--- config.mk ---
export PLATFORM = sky130hd
export DESIGN_NAME = content_set_header_parser_top
export DESIGN_NICKNAME = d
export VERILOG_FILES = /design/src/rtl/cshp_pkg.sv /design/src/rtl/cshp_step.sv /design/src/rtl/content_set_header_parser_top.sv
export SDC_FILE = /design/constraint.sdc
export NUM_CORES = 1
export LEC_CHECK = 0
export BUFFER_PORTS_ARGS = -buffer_cell sky130_fd_sc_hd__buf_2
export CORE_MARGIN = 2
export CORE_UTILIZATION = 35
export CTS_BUF_LIST = sky130_fd_sc_hd__clkbuf_8
export DETAILED_ROUTE_END_ITERATION = 12
export HOLD_SLACK_MARGIN = 0.08
export SLEW_MARGIN = 10
export SYNTH_ARGS = -nofsm -noshare
export SYNTH_HDL_FRONTEND = slang
export SYNTH_SLANG_ARGS = --single-unit
--- constraint.sdc ---
create_clock -name clk -period 9.1 [get_ports clk]
set_input_delay 1.365 -clock clk [delete_from_list [all_inputs] [get_ports clk]]
set_output_delay 1.365 -clock clk [all_outputs]
set_load 0.1 [all_outputs]
--- src/rtl/cshp_pkg.sv ---
// types, codes and constants shared by the property set header parser
package cshp_pkg;

    localparam int MAX_LENGTH_BYTES_DEF = 4;
    localparam int HEADER_FIXED_BYTES   = 4;

    localparam logic [2:0] CLS_TYPE    = 3'd0;
    localparam logic [2:0] CLS_HEAD    = 3'd1;
    localparam logic [2:0] CLS_LENGTH  = 3'd2;
    localparam logic [2:0] CLS_MATCH   = 3'd3;
    localparam logic [2:0] CLS_PAYLOAD = 3'd4;

    localparam logic [1:0] KIND_UNDEF = 2'd0;
    localparam logic [1:0] KIND_ONE   = 2'd1;
    localparam logic [1:0] KIND_ALL   = 2'd2;

    localparam logic [3:0] NIB_ONE = 4'b0001;
    localparam logic [3:0] NIB_ALL = 4'b1111;

    typedef enum logic [5:0] {
        PH_TYPE    = 6'b000001,
        PH_HEAD    = 6'b000010,
        PH_LEN     = 6'b000100,
        PH_MATCH0  = 6'b001000,
        PH_MATCH1  = 6'b010000,
        PH_PAYLOAD = 6'b100000
    } phase_t;

    typedef struct packed {
        phase_t      phase;
        logic [7:0]  type_byte;
        logic [4:0]  elements;
        logic [2:0]  len_total;
        logic [1:0]  len_index;
        logic [31:0] len_accum;
        logic [15:0] mask;
        logic [31:0] payload_left;
    } parse_state_t;

    typedef struct packed {
        logic [2:0]  byte_class;
        logic [4:0]  element_count;
        logic [2:0]  length_bytes;
        logic [31:0] set_length;
        logic [1:0]  set_kind;
        logic [3:0]  parse_rule;
        logic [15:0] match_mask;
        logic        header_done;
        logic        set_done;
    } parse_result_t;

endpackage

--- src/rtl/cshp_step.sv ---
// per-byte next-state and result logic of the parser
module cshp_step
    import cshp_pkg::*;
#(
    parameter int MAX_LENGTH_BYTES = MAX_LENGTH_BYTES_DEF
)
(
    input  parse_state_t  cur,
    input  logic [7:0]    byte_in,
    output parse_state_t  nxt,
    output parse_result_t res
);

    logic [2:0]  head_total;
    logic [1:0]  idx_inc;
    logic [32:0] hdr_len;
    logic [31:0] payload_dec;
    logic [3:0]  nib;

    always_comb
    begin
        head_total = {1'b0, byte_in[7:6]} + 3'd1;
        if (head_total > 3'(MAX_LENGTH_BYTES))
        begin
            head_total = 3'(MAX_LENGTH_BYTES);
        end
        idx_inc     = cur.len_index + 2'd1;
        hdr_len     = 33'(HEADER_FIXED_BYTES) + {30'd0, cur.len_total};
        payload_dec = (cur.payload_left != 32'd0) ? cur.payload_left - 32'd1 : 32'd0;

        nxt             = cur;
        res.byte_class  = CLS_TYPE;
        res.header_done = 1'b0;
        res.set_done    = 1'b0;

        unique case (cur.phase)
            PH_HEAD:
            begin
                res.byte_class = CLS_HEAD;
                nxt.elements   = {1'b0, byte_in[5:2]} + 5'd1;
                nxt.len_total  = head_total;
                nxt.len_index  = 2'd0;
                nxt.len_accum  = 32'd0;
                nxt.phase      = PH_LEN;
            end
            PH_LEN:
            begin
                res.byte_class = CLS_LENGTH;
                nxt.len_accum  = cur.len_accum | ({24'd0, byte_in} << {cur.len_index, 3'b000});
                nxt.len_index  = idx_inc;
                if (idx_inc == 2'd0 || {1'b0, idx_inc} >= cur.len_total)
                begin
                    nxt.phase = PH_MATCH0;
                end
            end
            PH_MATCH0:
            begin
                res.byte_class = CLS_MATCH;
                nxt.mask       = {8'd0, byte_in};
                nxt.phase      = PH_MATCH1;
            end
            PH_MATCH1:
            begin
                res.byte_class  = CLS_MATCH;
                res.header_done = 1'b1;
                nxt.mask        = {byte_in, cur.mask[7:0]};
                if ({1'b0, cur.len_accum} > hdr_len)
                begin
                    nxt.payload_left = cur.len_accum - hdr_len[31:0];
                    nxt.phase        = PH_PAYLOAD;
                end
                else
                begin
                    nxt.payload_left = 32'd0;
                    res.set_done     = 1'b1;
                    nxt.phase        = PH_TYPE;
                end
            end
            PH_PAYLOAD:
            begin
                res.byte_class   = CLS_PAYLOAD;
                nxt.payload_left = payload_dec;
                if (payload_dec == 32'd0)
                begin
                    res.set_done = 1'b1;
                    nxt.phase    = PH_TYPE;
                end
            end
            default:
            begin
                // type byte starts a new set
                res.byte_class   = CLS_TYPE;
                nxt.type_byte    = byte_in;
                nxt.elements     = 5'd1;
                nxt.len_total    = 3'd1;
                nxt.len_index    = 2'd0;
                nxt.len_accum    = 32'd0;
                nxt.mask         = 16'd0;
                nxt.payload_left = 32'd0;
                nxt.phase        = PH_HEAD;
            end
        endcase

        nib = nxt.type_byte[3:0];
        if (nib == NIB_ONE)
        begin
            res.set_kind = KIND_ONE;
        end
        else if (nib == NIB_ALL)
        begin
            res.set_kind = KIND_ALL;
        end
        else
        begin
            res.set_kind = KIND_UNDEF;
        end
        res.element_count = nxt.elements;
        res.length_bytes  = nxt.len_total;
        res.set_length    = nxt.len_accum;
        res.parse_rule    = nxt.type_byte[7:4];
        res.match_mask    = nxt.mask;
    end

endmodule

--- src/rtl/content_set_header_parser_top.sv ---
// property set header parser: input register, per-byte decode, result register
//
//  channel | signals                     | dir | content
//  in      | in_valid, in_stall, byte_in | in  | one raw byte of the set
//  out     | out_valid, out_stall, ...   | out | byte class and header fields
//
// one byte per cycle sustained while out is not stalled; a byte's result is presented
// after it passes the input register and then the result register with the parse state
// reset returns the parser to expecting a type byte, with the parse state at its start
// values (the result register is not reset); while out is stalled the input register
// still takes one request, then in_stall rises until the result is taken
module content_set_header_parser_top
    import cshp_pkg::*;
#(
    parameter int MAX_LENGTH_BYTES = MAX_LENGTH_BYTES_DEF
)
(
    input  logic        clk,
    input  logic        rst_n,
    input  logic        in_valid,
    output logic        in_stall,
    input  logic [7:0]  byte_in,
    output logic        out_valid,
    input  logic        out_stall,
    output logic [2:0]  byte_class,
    output logic [4:0]  element_count,
    output logic [2:0]  length_bytes,
    output logic [31:0] set_length,
    output logic [1:0]  set_kind,
    output logic [3:0]  parse_rule,
    output logic [15:0] match_mask,
    output logic        header_done,
    output logic        set_done
);

    logic          in_valid_reg;
    logic [7:0]    in_byte_reg;
    logic          out_valid_reg;
    parse_result_t res_reg;
    parse_state_t  state_reg;
    parse_state_t  state_next;
    parse_result_t res_next;
    logic          advance;

    assign advance  = in_valid_reg && !(out_valid_reg && out_stall);
    assign in_stall = in_valid_reg && !advance;

    cshp_step #(
        .MAX_LENGTH_BYTES(MAX_LENGTH_BYTES)
    ) u_step (
        .cur     (state_reg),
        .byte_in (in_byte_reg),
        .nxt     (state_next),
        .res     (res_next)
    );

    always_ff @(posedge clk or negedge rst_n)
    begin
        if (!rst_n)
        begin
            in_valid_reg           <= 1'b0;
            out_valid_reg          <= 1'b0;
            state_reg.phase        <= PH_TYPE;
            state_reg.type_byte    <= 8'd0;
            state_reg.elements     <= 5'd1;
            state_reg.len_total    <= 3'd1;
            state_reg.len_index    <= 2'd0;
            state_reg.len_accum    <= 32'd0;
            state_reg.mask         <= 16'd0;
            state_reg.payload_left <= 32'd0;
        end
        else
        begin
            if (!in_stall)
            begin
                in_valid_reg <= in_valid;
            end
            if (advance)
            begin
                state_reg     <= state_next;
                out_valid_reg <= 1'b1;
            end
            else if (!out_stall)
            begin
                out_valid_reg <= 1'b0;
            end
        end
    end

    always_ff @(posedge clk)
    begin
        if (!in_stall)
        begin
            in_byte_reg <= byte_in;
        end
        if (advance)
        begin
            res_reg <= res_next;
        end
    end

    assign out_valid     = out_valid_reg;
    assign byte_class    = res_reg.byte_class;
    assign element_count = res_reg.element_count;
    assign length_bytes  = res_reg.length_bytes;
    assign set_length    = res_reg.set_length;
    assign set_kind      = res_reg.set_kind;
    assign parse_rule    = res_reg.parse_rule;
    assign match_mask    = res_reg.match_mask;
    assign header_done   = res_reg.header_done;
    assign set_done      = res_reg.set_done;

endmodule
Yosys cells after proc, flatten, opt, wreduce, memory -nomap -nowiden
Cells that the tools add are included.
{"block": "classes", "n_addsub": 6, "n_lt_le_gt_ge": 3, "n_eq_ne": 10, "shift": 1, "n_mux": 20, "bitwise": 3, "n_reduce_logical": 18}
{"cell": "32-bit case mux with 3 select lines", "n": 1}
{"cell": "34-bit case mux with 2 select lines", "n": 1}
{"cell": "32-bit two-way mux", "n": 2}
{"cell": "16-bit case mux with 3 select lines", "n": 1}
{"cell": "32-bit by 33-bit > comparator with 1-bit output", "n": 1}
{"cell": "32-bit logical NOT", "n": 1}
{"cell": "32-bit OR", "n": 1}
{"cell": "32-bit nonzero test", "n": 1}
{"cell": "8-bit by 5-bit << shifter with 32-bit output", "n": 1}
{"cell": "32-bit by 1-bit subtractor with 32-bit output (second input constant)", "n": 1}
{"cell": "32-bit subtractor", "n": 1}
{"cell": "6-bit case mux with 5 select lines", "n": 1}
{"cell": "6-bit two-way mux", "n": 3}
{"cell": "8-bit case mux with 2 select lines", "n": 1}
{"cell": "3-bit case mux with 4 select lines", "n": 1}
{"cell": "3-bit OR reduction", "n": 3}
{"cell": "8-bit two-way mux", "n": 1}
{"cell": "6-bit by 2-bit equality test with 1-bit output (second input constant)", "n": 1}
{"cell": "6-bit by 3-bit equality test with 1-bit output (second input constant)", "n": 1}
{"cell": "6-bit by 4-bit equality test with 1-bit output (second input constant)", "n": 1}
{"cell": "6-bit by 5-bit equality test with 1-bit output (second input constant)", "n": 1}
{"cell": "6-bit equality test (second input constant)", "n": 1}
{"cell": "2-bit by 1-bit != test with 1-bit output (second input constant)", "n": 3}
{"cell": "4-bit by 1-bit adder with 5-bit output (second input constant)", "n": 1}
{"cell": "other kinds (21)", "n": 30}
{"block": "totals", "regBits": 181, "wordCells": 81}

Logic depth before layout (Yosys ltp)
Gate-level depths: netlist of run 1.
{"block": "logic_depth", "ltp_word": 5, "mapped_depth": 12, "mapped_depth_nobuf": 11}

Modules after synthesis
From an unflattened synthesis of run 1, not the netlist that was laid out.
{"block": "hier_totals", "cells_unflattened": 843, "hier_area_um2": 9913.3}
{"module": "content_set_header_parser_top", "instances": 1, "cells_per_inst": 301, "area_per_inst_um2": 6209.7, "seq_area_each_um2": 4908.5}
{"module": "cshp_step", "instances": 1, "cells_per_inst": 542, "area_per_inst_um2": 3703.6, "seq_area_each_um2": 0.0}

Least setup slack after synthesis of run 1
Ideal clock, no wire load.
{"block": "synth_path", "path_kind": "input to register", "from": "in out_stall", "to": "reg state_reg[94] (netlist bit)", "setup_ns": 0.131, "arrival_time_ns": 4.546, "t_required_ns": 8.969, "setup_slack_ns": 4.424, "stages": 6, "n_path_buf": 3, "cell_sequence": "nand2_1 and2_1 clkbuf_1 clkbuf_1 clkbuf_1 mux2_2"}
{"block": "synth_between", "elab_chain_cells": 3}
{"element": "start: declaration", "line_no": "content_set_header_parser_top.sv:24", "rtl": "input logic out_stall,"}
{"element": "1-bit logical AND", "line_no": "content_set_header_parser_top.sv:45", "rtl": "assign advance = in_valid_reg && !(out_valid_reg && out_stall);"}
{"element": "1-bit logical NOT", "line_no": "content_set_header_parser_top.sv:45"}
{"element": "1-bit logical AND", "line_no": "content_set_header_parser_top.sv:45"}
{"element": "via advance", "line_no": "content_set_header_parser_top.sv:43", "rtl": "logic advance;"}
{"element": "end signal: assignment", "line_no": "content_set_header_parser_top.sv:80", "rtl": "state_reg <= state_next;"}
{"element": "end: declaration", "line_no": "content_set_header_parser_top.sv:40", "rtl": "parse_state_t state_reg;"}
The timed path passes the listed nets, and every way through them passes these cells.
A chain may end at the register's enable or synchronous reset.

Final worst setup path of run 1
{"block": "layout_path", "from": "in out_stall", "to": "reg state_reg[19] (netlist bit)"}
{"block": "layout_between", "elab_chain_cells": 4}
{"element": "1-bit logical AND", "line_no": "content_set_header_parser_top.sv:45"}
{"element": "1-bit logical NOT", "line_no": "content_set_header_parser_top.sv:45"}
{"element": "1-bit logical AND", "line_no": "content_set_header_parser_top.sv:45"}
{"element": "2-bit AND reduction (no line)"}
Every way passes these cells.

==> implementation parameters, run 1 <==
Parameter                              Value

CTS
  Buffer cell driving the clock tree root    sky130_fd_sc_hd__clkbuf_8
  Clock sink total    181
  Resized cells post-CTS    0
  H-tree depth    4
  CTS tree    built
  Post-CTS Hold Buffers    0
  Number of setup buffers added after CTS    0
  Number of buffers created by CTS    17
  Post-CTS clock slew at the launch and capture registers of the worst setup and hold paths    0.10 ns
  Clock Latency Late Sink    0.46 ns
  Longest Clk Path Bufs    2

Run status
  Status    complete, no violations

Timing
  Final Hold Fails    0
  Slew margin rel.    0.307
  Largest clock skew in the final design    0.0106 ns
  Final Critical Period    4.11 ns
  Max Freq    243 MHz
  Final Max Tran Viols    0
  Setup repair after global routing missed its margin    no
  Setup Total Neg Slack    0 ns
  # setup viols final    0
  Final period util    0.452
  Transition at the pin with the smallest max-transition slack    1.04 ns

Power and ir drop
  Net switching component of the power    0.00151 W
  Worst voltage drop across the vdd grid    0.000168 V
  Tot Pwr    0.00321 W
  Cell leakage power    4.41 nW
  Clock group share of total power    0.166
  Int Pwr    0.00170 W
  Power per standard cell area    315 nW/um^2
  Logic gate share of total power    0.473
  Reg power frac    0.360
  Fraction of power spent switching nets    0.470

GRT
  Vias in the first global route    6426
  Initial antenna violation count    0
  Gr usage total    0.173
  Routing usage on met2    0.265
  Wire length of the first global-routing pass    36300 um
  Largest net degree at the start of global routing    74
  Top Usage Layer GRT    met2
  Leftover overflow at the end of global routing    0
  Fraction of met1 tracks used by global routing    0.250
  M3 GR Usage    0.0335

Route
  Routed length per placed instance    18.9 um
  Vias per inst    5.51
  Routed WL    23200 um
  Count of antenna-violating nets left after detailed routing    0
  Detailed-routing iteration count for the pre-antenna-repair pass    5
  DRC violation count after routing    0
  Number of DRC violations after detailed-routing iteration 0    634
  Vias post-DR    6761

Floorplan
  Floorplan Core Area    25800 sq um
  Full die area    27400 sq um
  Width of the die    165 um
  Starting Density    0.353
  Chip Height    165 um
  Std-Cell Rows    59
  Num ports    81

Final layout
  Largest register FFs    104
  Layout net count    901
  Fraction of final layout cells sized beyond drive strength 1    0.248
  Antenna diodes    0
  Post-synthesis to final-layout area growth    11.6%
  Final standard cell count with taps included and fillers excluded    1226

Setup path
  Series of cell instances along the critical path    buf_2, nand2_1, and2_4, nand4b_1, or3_4, nor2_1, nand2_1, o221ai_1
  Beginning of the worst register-to-register path    state_reg[103]$_DFFE_PN0P_
  Required @ worst endpoint    9.47 ns
  CP max FO    62
  Endpoint class of the critical path    flop
  Critical path's largest stage delay    0.86 ns
  Beginning of the critical path    out_stall
  Slowest stage cell, crit path    sky130_fd_sc_hd__nand4b_1
  Data arrival time of the critical path    4.48 ns
  Nature of the critical path startpoint    input pin
  Critical path type    input pin to flop
  Cell repeated most along the worst path    sky130_fd_sc_hd__nand2_1

Placement
  HPWL after detailed placement    15700 um
  Cells after DPL    1194
  Buffers added on ports    80
  Last weighted congestion value of the routability-driven placer    0.897

Logic synthesis
  Average footprint of a synthesized cell    11.1 sq um
  Summed instance area of the synthesized netlist    9120 sq um
  Seq cells post-synth    181
  Xor/xnor share of the synthesized area    0.0307
  Adder and majority cell fraction of the synthesized area    0.0159
  Distinct cell type count after synthesis    70
  Synthesized-area fraction occupied by ao, oa, aoi and oai cells    0.125
  Most frequent cell after synthesis    sky130_fd_sc_hd__dfrtp_1
  Proportion of netlist area held by the largest area contributor    0.283
  Number of standard cells after synthesis    821
  Post-synth top cells    sky130_fd_sc_hd__dfrtp_1, sky130_fd_sc_hd__nor2_1, sky130_fd_sc_hd__edfxtp_1
  Main synth FF type    sky130_fd_sc_hd__dfrtp_1
  Area fraction in and, or, nand and nor cells after synthesis    0.175
  Fraction of the yosys area taken by sequential cells    0.538
  Cell type contributing the most total cell area after synthesis    sky130_fd_sc_hd__dfrtp_1
  Yosys Warn Count    0
  Syn nets    844
  Multiplexer area fraction after synthesis    0.0874
  Count of flip-flops with a built-in enable after synthesis    75
  Main area contributors after synthesis    sky130_fd_sc_hd__dfrtp_1, sky130_fd_sc_hd__edfxtp_1, sky130_fd_sc_hd__mux2_2
  Dominant combinational cell family by area after synthesis    simple AND/OR/NAND/NOR gates
  Share of flip-flops with an asynchronous set or reset after synthesis    0.586

Run
  Number of maximum-capacitance constraint violations    0

Min path
  Hold Crit Start    state_reg[98]$_DFFE_PN1P_
  Hold crit path type    flop to flop
-- final timing paths --
path	end	slack, ns	cells after the start
max	state_reg[19]$_DFFE_PN0P_	4.99	8
min	state_reg[98]$_DFFE_PN1P_	0.50	2
max reg2reg	state_reg[4]$_DFFE_PN0P_	5.49	6
min reg2reg	state_reg[98]$_DFFE_PN1P_	0.50	2
max in group asynchronous	state_reg[99]$_DFFE_PN0P_	6.86	2
min in group asynchronous	state_reg[56]$_DFFE_PN0P_	0.85	1
-- cell usage in the layout, fill, tap and decap left out, types with 5 or more instances in the layout --
| cell type | n |
|---|---|
| sky130_fd_sc_hd__dfrtp_1 | 103 |
| sky130_fd_sc_hd__nor2_1 | 81 |
| sky130_fd_sc_hd__buf_2 | 79 |
| sky130_fd_sc_hd__edfxtp_1 | 75 |
| sky130_fd_sc_hd__mux2_2 | 69 |
| sky130_fd_sc_hd__nand2_1 | 58 |
| sky130_fd_sc_hd__a21oi_1 | 52 |
| sky130_fd_sc_hd__o21ai_0 | 44 |
| sky130_fd_sc_hd__nor4_1 | 25 |
| sky130_fd_sc_hd__clkbuf_8 | 18 |
| sky130_fd_sc_hd__a22o_1 | 17 |
| sky130_fd_sc_hd__nor3_1 | 17 |
| sky130_fd_sc_hd__xnor2_1 | 17 |
| sky130_fd_sc_hd__xor2_1 | 15 |
| sky130_fd_sc_hd__or4_1 | 14 |
| sky130_fd_sc_hd__o221ai_1 | 14 |
| sky130_fd_sc_hd__inv_1 | 13 |
| sky130_fd_sc_hd__or3_1 | 11 |
| sky130_fd_sc_hd__nand3_1 | 11 |
| sky130_fd_sc_hd__ha_1 | 10 |
| sky130_fd_sc_hd__buf_4 | 10 |
| sky130_fd_sc_hd__o21ai_1 | 9 |
| sky130_fd_sc_hd__nand4_1 | 8 |
| sky130_fd_sc_hd__nand2b_1 | 8 |
| sky130_fd_sc_hd__or2_2 | 7 |
| sky130_fd_sc_hd__nand4b_1 | 6 |
| sky130_fd_sc_hd__o211ai_1 | 6 |
| sky130_fd_sc_hd__a22oi_1 | 5 |
-- final cells by class --
class,count,area (sq um)
clock buffers,18,248
fillers,2504,15700
inverters,12,45.0
repair buffers,89,470
multi-input cells,577,3970
clock inverters,14,125
well taps,335,419
flip-flops and latches,181,4910
-- critical path, delay by kind of cell --
family / cells / cell delay, ns
compound gates: 1 / 0.18
buf+inv: 1 / 0.10
simple gates: 6 / 2.80
-- per-stage QoR --
stage	util	worst slack [ns]	area [sq um]	hold WS, ns
2_1_floorplan	-	4.42	9120	0.449
3_5_place_dp	0.380	4.49	9810	0.484
3_3_place_gp	0.380	4.53	9810	0.475
5_1_grt	0.394	4.65	10200	0.521
6_report	0.394	4.99	10200	0.496
4_1_cts	0.394	4.97	10200	0.502
-- power by group through the flow --
stage | Clock [W] | Combinational, W | Sequential (W)
2_1_floorplan | 0 | 0.000988 | 0.00135
3_3_place_gp | 0 | 0.00150 | 0.00116
3_5_place_dp | 0 | 0.00151 | 0.00117
4_1_cts | 0.000547 | 0.00151 | 0.00115
5_1_grt | 0.000580 | 0.00164 | 0.00117
6_report | 0.000533 | 0.00152 | 0.00116
-- logic make-up (layout without fill, tap and decap cells) --
| logic type | after synthesis | count (layout) |
|---|---|---|
| buf+inv | 63 | 133 |
| compound gates | 176 | 176 |
| simple gates | 287 | 287 |
| fa+ha+maj | 11 | 11 |
| flops | 181 | 181 |
| mux | 71 | 71 |
| xor+xnor | 32 | 32 |
-- per-layer routing --
layer	up-vias	routed length (um)
met3	28	1180
met4	0	420
met1	3347	10800
met2	202	10700
met5	-	0
li1	3184	-
No activity file was read; power rests on OpenSTA's default activity.
==> run 2, diff against run 1 <==
Clock period 9.1 ns to 4.1 ns, I/O delays scaled along.
==> implementation parameters, run 2 (same netlist as run 1, synthesis figures left out) <==
Parameter                              Value

Floorplan
  Full die area    27400 sq um (unchanged)
  Floorplan Core Area    25800 sq um (unchanged)
  Std-Cell Rows    59 (unchanged)
  Chip Height    165 um (unchanged)
  Starting Density    0.353 (unchanged)
  Num ports    81 (unchanged)
  Width of the die    165 um (unchanged)

Placement
  HPWL after detailed placement    16300 um (+3.6%)
  Buffers added on ports    80 (unchanged)
  Cells after DPL    1201 (+0.59%)
  Last weighted congestion value of the routability-driven placer    0.910 (+1.5%)

Timing
  Largest clock skew in the final design    0.0145 ns (+0.00394 ns)
  Setup repair after global routing missed its margin    no
  Final Hold Fails    0 (unchanged)
  Slew margin rel.    0.415 (+0.108)
  Transition at the pin with the smallest max-transition slack    0.877 ns (-0.162 ns)
  Final Critical Period    3.32 ns
  Final Max Tran Viols    0 (unchanged)
  # setup viols final    0 (unchanged)
  Max Freq    301 MHz
  Final period util    0.810
  Setup Total Neg Slack    0 ns (unchanged)

Final layout
  Layout net count    908 (+0.78%)
  Fraction of final layout cells sized beyond drive strength 1    0.257 (+0.00920)
  Post-synthesis to final-layout area growth    12.4%
  Antenna diodes    0 (unchanged)
  Final standard cell count with taps included and fillers excluded    1233 (+0.57%)
  Most used cells in the layout excluding fill and tap cells    sky130_fd_sc_hd__dfrtp_1, sky130_fd_sc_hd__nor2_1, sky130_fd_sc_hd__buf_2
  Largest register FFs    104 (unchanged)
  Most frequent standard cell in the layout excluding fill and tap cells    sky130_fd_sc_hd__dfrtp_1

CTS
  Number of setup buffers added after CTS    0 (unchanged)
  Resized cells post-CTS    0 (unchanged)
  H-tree depth    4 (unchanged)
  Clock sink total    181 (unchanged)
  Buffer cell driving the clock tree root    sky130_fd_sc_hd__clkbuf_8
  Longest Clk Path Bufs    2 (unchanged)
  Post-CTS Hold Buffers    0 (unchanged)
  CTS tree    built
  Number of buffers created by CTS    17 (unchanged)
  Post-CTS clock slew at the launch and capture registers of the worst setup and hold paths    0.10 ns (about the same)
  Clock Latency Late Sink    0.47 ns (about the same)

Run
  Number of maximum-capacitance constraint violations    0 (unchanged)

Route
  Routed length per placed instance    19.1 um (+1.1%)
  Detailed-routing iteration count for the pre-antenna-repair pass    5 (unchanged)
  Count of antenna-violating nets left after detailed routing    0 (unchanged)
  Vias post-DR    6792 (+0.46%)
  DRC violation count after routing    0 (unchanged)
  Routed WL    23500 um (+1.7%)
  Number of DRC violations after detailed-routing iteration 0    609 (-3.9%)
  Vias per inst    5.51 (-0.11%)

Setup path
  Nature of the critical path startpoint    flop
  Required @ worst endpoint    4.46 ns (-5.01 ns)
  Data arrival time of the critical path    3.68 ns (-0.80 ns)
  Worst R2R Setup Slack    0.78 ns (-4.71 ns)
  Endpoint class of the critical path    flop
  Dominant delay contributor by cell family on the critical path    simple AND/OR/NAND/NOR gates
  Slowest stage cell, crit path    sky130_fd_sc_hd__dfrtp_1
  Number of buffers and inverters on the critical path    1 (unchanged)
  CP max FO    10 (-84%)
  Critical path type    flop to flop
  Critical path's largest stage delay    0.47 ns (-0.39 ns)
  Series of cell instances along the critical path    inv_1, ha_1, nor3b_1, nand2_1, nor4_1, mux2_2, nor4_4, o22ai_1, a211o_1

GRT
  Top Usage Layer GRT    met2
  Largest net degree at the start of global routing    70 (-5.4%)
  Initial antenna violation count    0 (unchanged)
  Fraction of met1 tracks used by global routing    0.250 (+0.000360)
  Leftover overflow at the end of global routing    0 (unchanged)
  Gr usage total    0.179 (+0.00603)
  M3 GR Usage    0.0402 (+0.00674)
  Vias in the first global route    6705 (+4.3%)
  Routing usage on met2    0.278 (+0.0131)
  Wire length of the first global-routing pass    37700 um (+3.8%)

Power and ir drop
  Worst voltage drop across the vdd grid    0.000291 V (+73%)
  Cell leakage power    4.44 nW (+0.74%)
  Power per standard cell area    700 nW/um^2 (+120%)

Run status
  Status    complete, no violations

Min path
  Hold crit path type    input pin to asynchronous set/reset pin
## run 2: changes by cell type in the layout (fill, tap and decap cells not counted)
| cell | delta |
|---|---|
| sky130_fd_sc_hd__clkinv_1 | -2 |
| sky130_fd_sc_hd__inv_6 | -1 |
| sky130_fd_sc_hd__inv_8 | +4 |
| sky130_fd_sc_hd__clkinv_8 | +2 |
| sky130_fd_sc_hd__clkbuf_8 | -1 |
| sky130_fd_sc_hd__clkinv_2 | -1 |
| sky130_fd_sc_hd__clkinvlp_4 | +1 |
| sky130_fd_sc_hd__buf_4 | +7 |
| sky130_fd_sc_hd__bufinv_16 | -1 |
| sky130_fd_sc_hd__inv_1 | -1 |
## run 2: path summary, 6_finish.rpt
kind,startpoint,endpoint,cells past startpoint
max,state_reg[0]$_DFFE_PN0P_,state_reg[103]$_DFFE_PN0P_,9
min,rst_n,state_reg[5]$_DFFE_PN0P_,1
max reg2reg,state_reg[0]$_DFFE_PN0P_,state_reg[103]$_DFFE_PN0P_,9
min reg2reg,state_reg[98]$_DFFE_PN1P_,state_reg[98]$_DFFE_PN1P_,2
max in group asynchronous,rst_n,state_reg[43]$_DFFE_PN0P_,2
min in group clk,byte_in[5],in_byte_reg[5]$_DFFE_PN_,1
## run 2: final cells by class
type / instances / area [sq um]
timing repair buffer: 96 / 523
clock inverter: 15 / 155
inverter: 12 / 45.0
sequential: 181 / 4910
fill: 2543 / 15600
clock buffer: 17 / 234
multi-input combinational: 577 / 3970
tap: 335 / 419
## run 2: report_power, final
group,internal (W),switching [W]
clock,0.000458,0.000746
combinational,0.00106,0.00234
sequential,0.00223,0.000345
## run 2: routing by layer
| metal | up-vias | wire (um) |
|---|---|---|
| met2 | 207 | 10900 |
| li1 | 3203 | - |
| met3 | 41 | 1290 |
| met4 | 0 | 474 |
| met5 | - | 0 |
| met1 | 3341 | 10900 |
## run 2: stage by stage
stage | area, sq um | setup slack (ns) | util | hold slack, ns | power (W)
2_1_floorplan | 9120 | 1.01 | - | 0.319 | 0.00519
3_3_place_gp | 9860 | 0.917 | 0.382 | 0.469 | 0.00598
3_5_place_dp | 9860 | 0.842 | 0.382 | 0.484 | 0.00596
4_1_cts | 10300 | 0.802 | 0.397 | 0.215 | 0.00718
5_1_grt | 10300 | 0.525 | 0.397 | 0.264 | 0.00763
6_report | 10300 | 0.781 | 0.397 | 0.197 | 0.00717
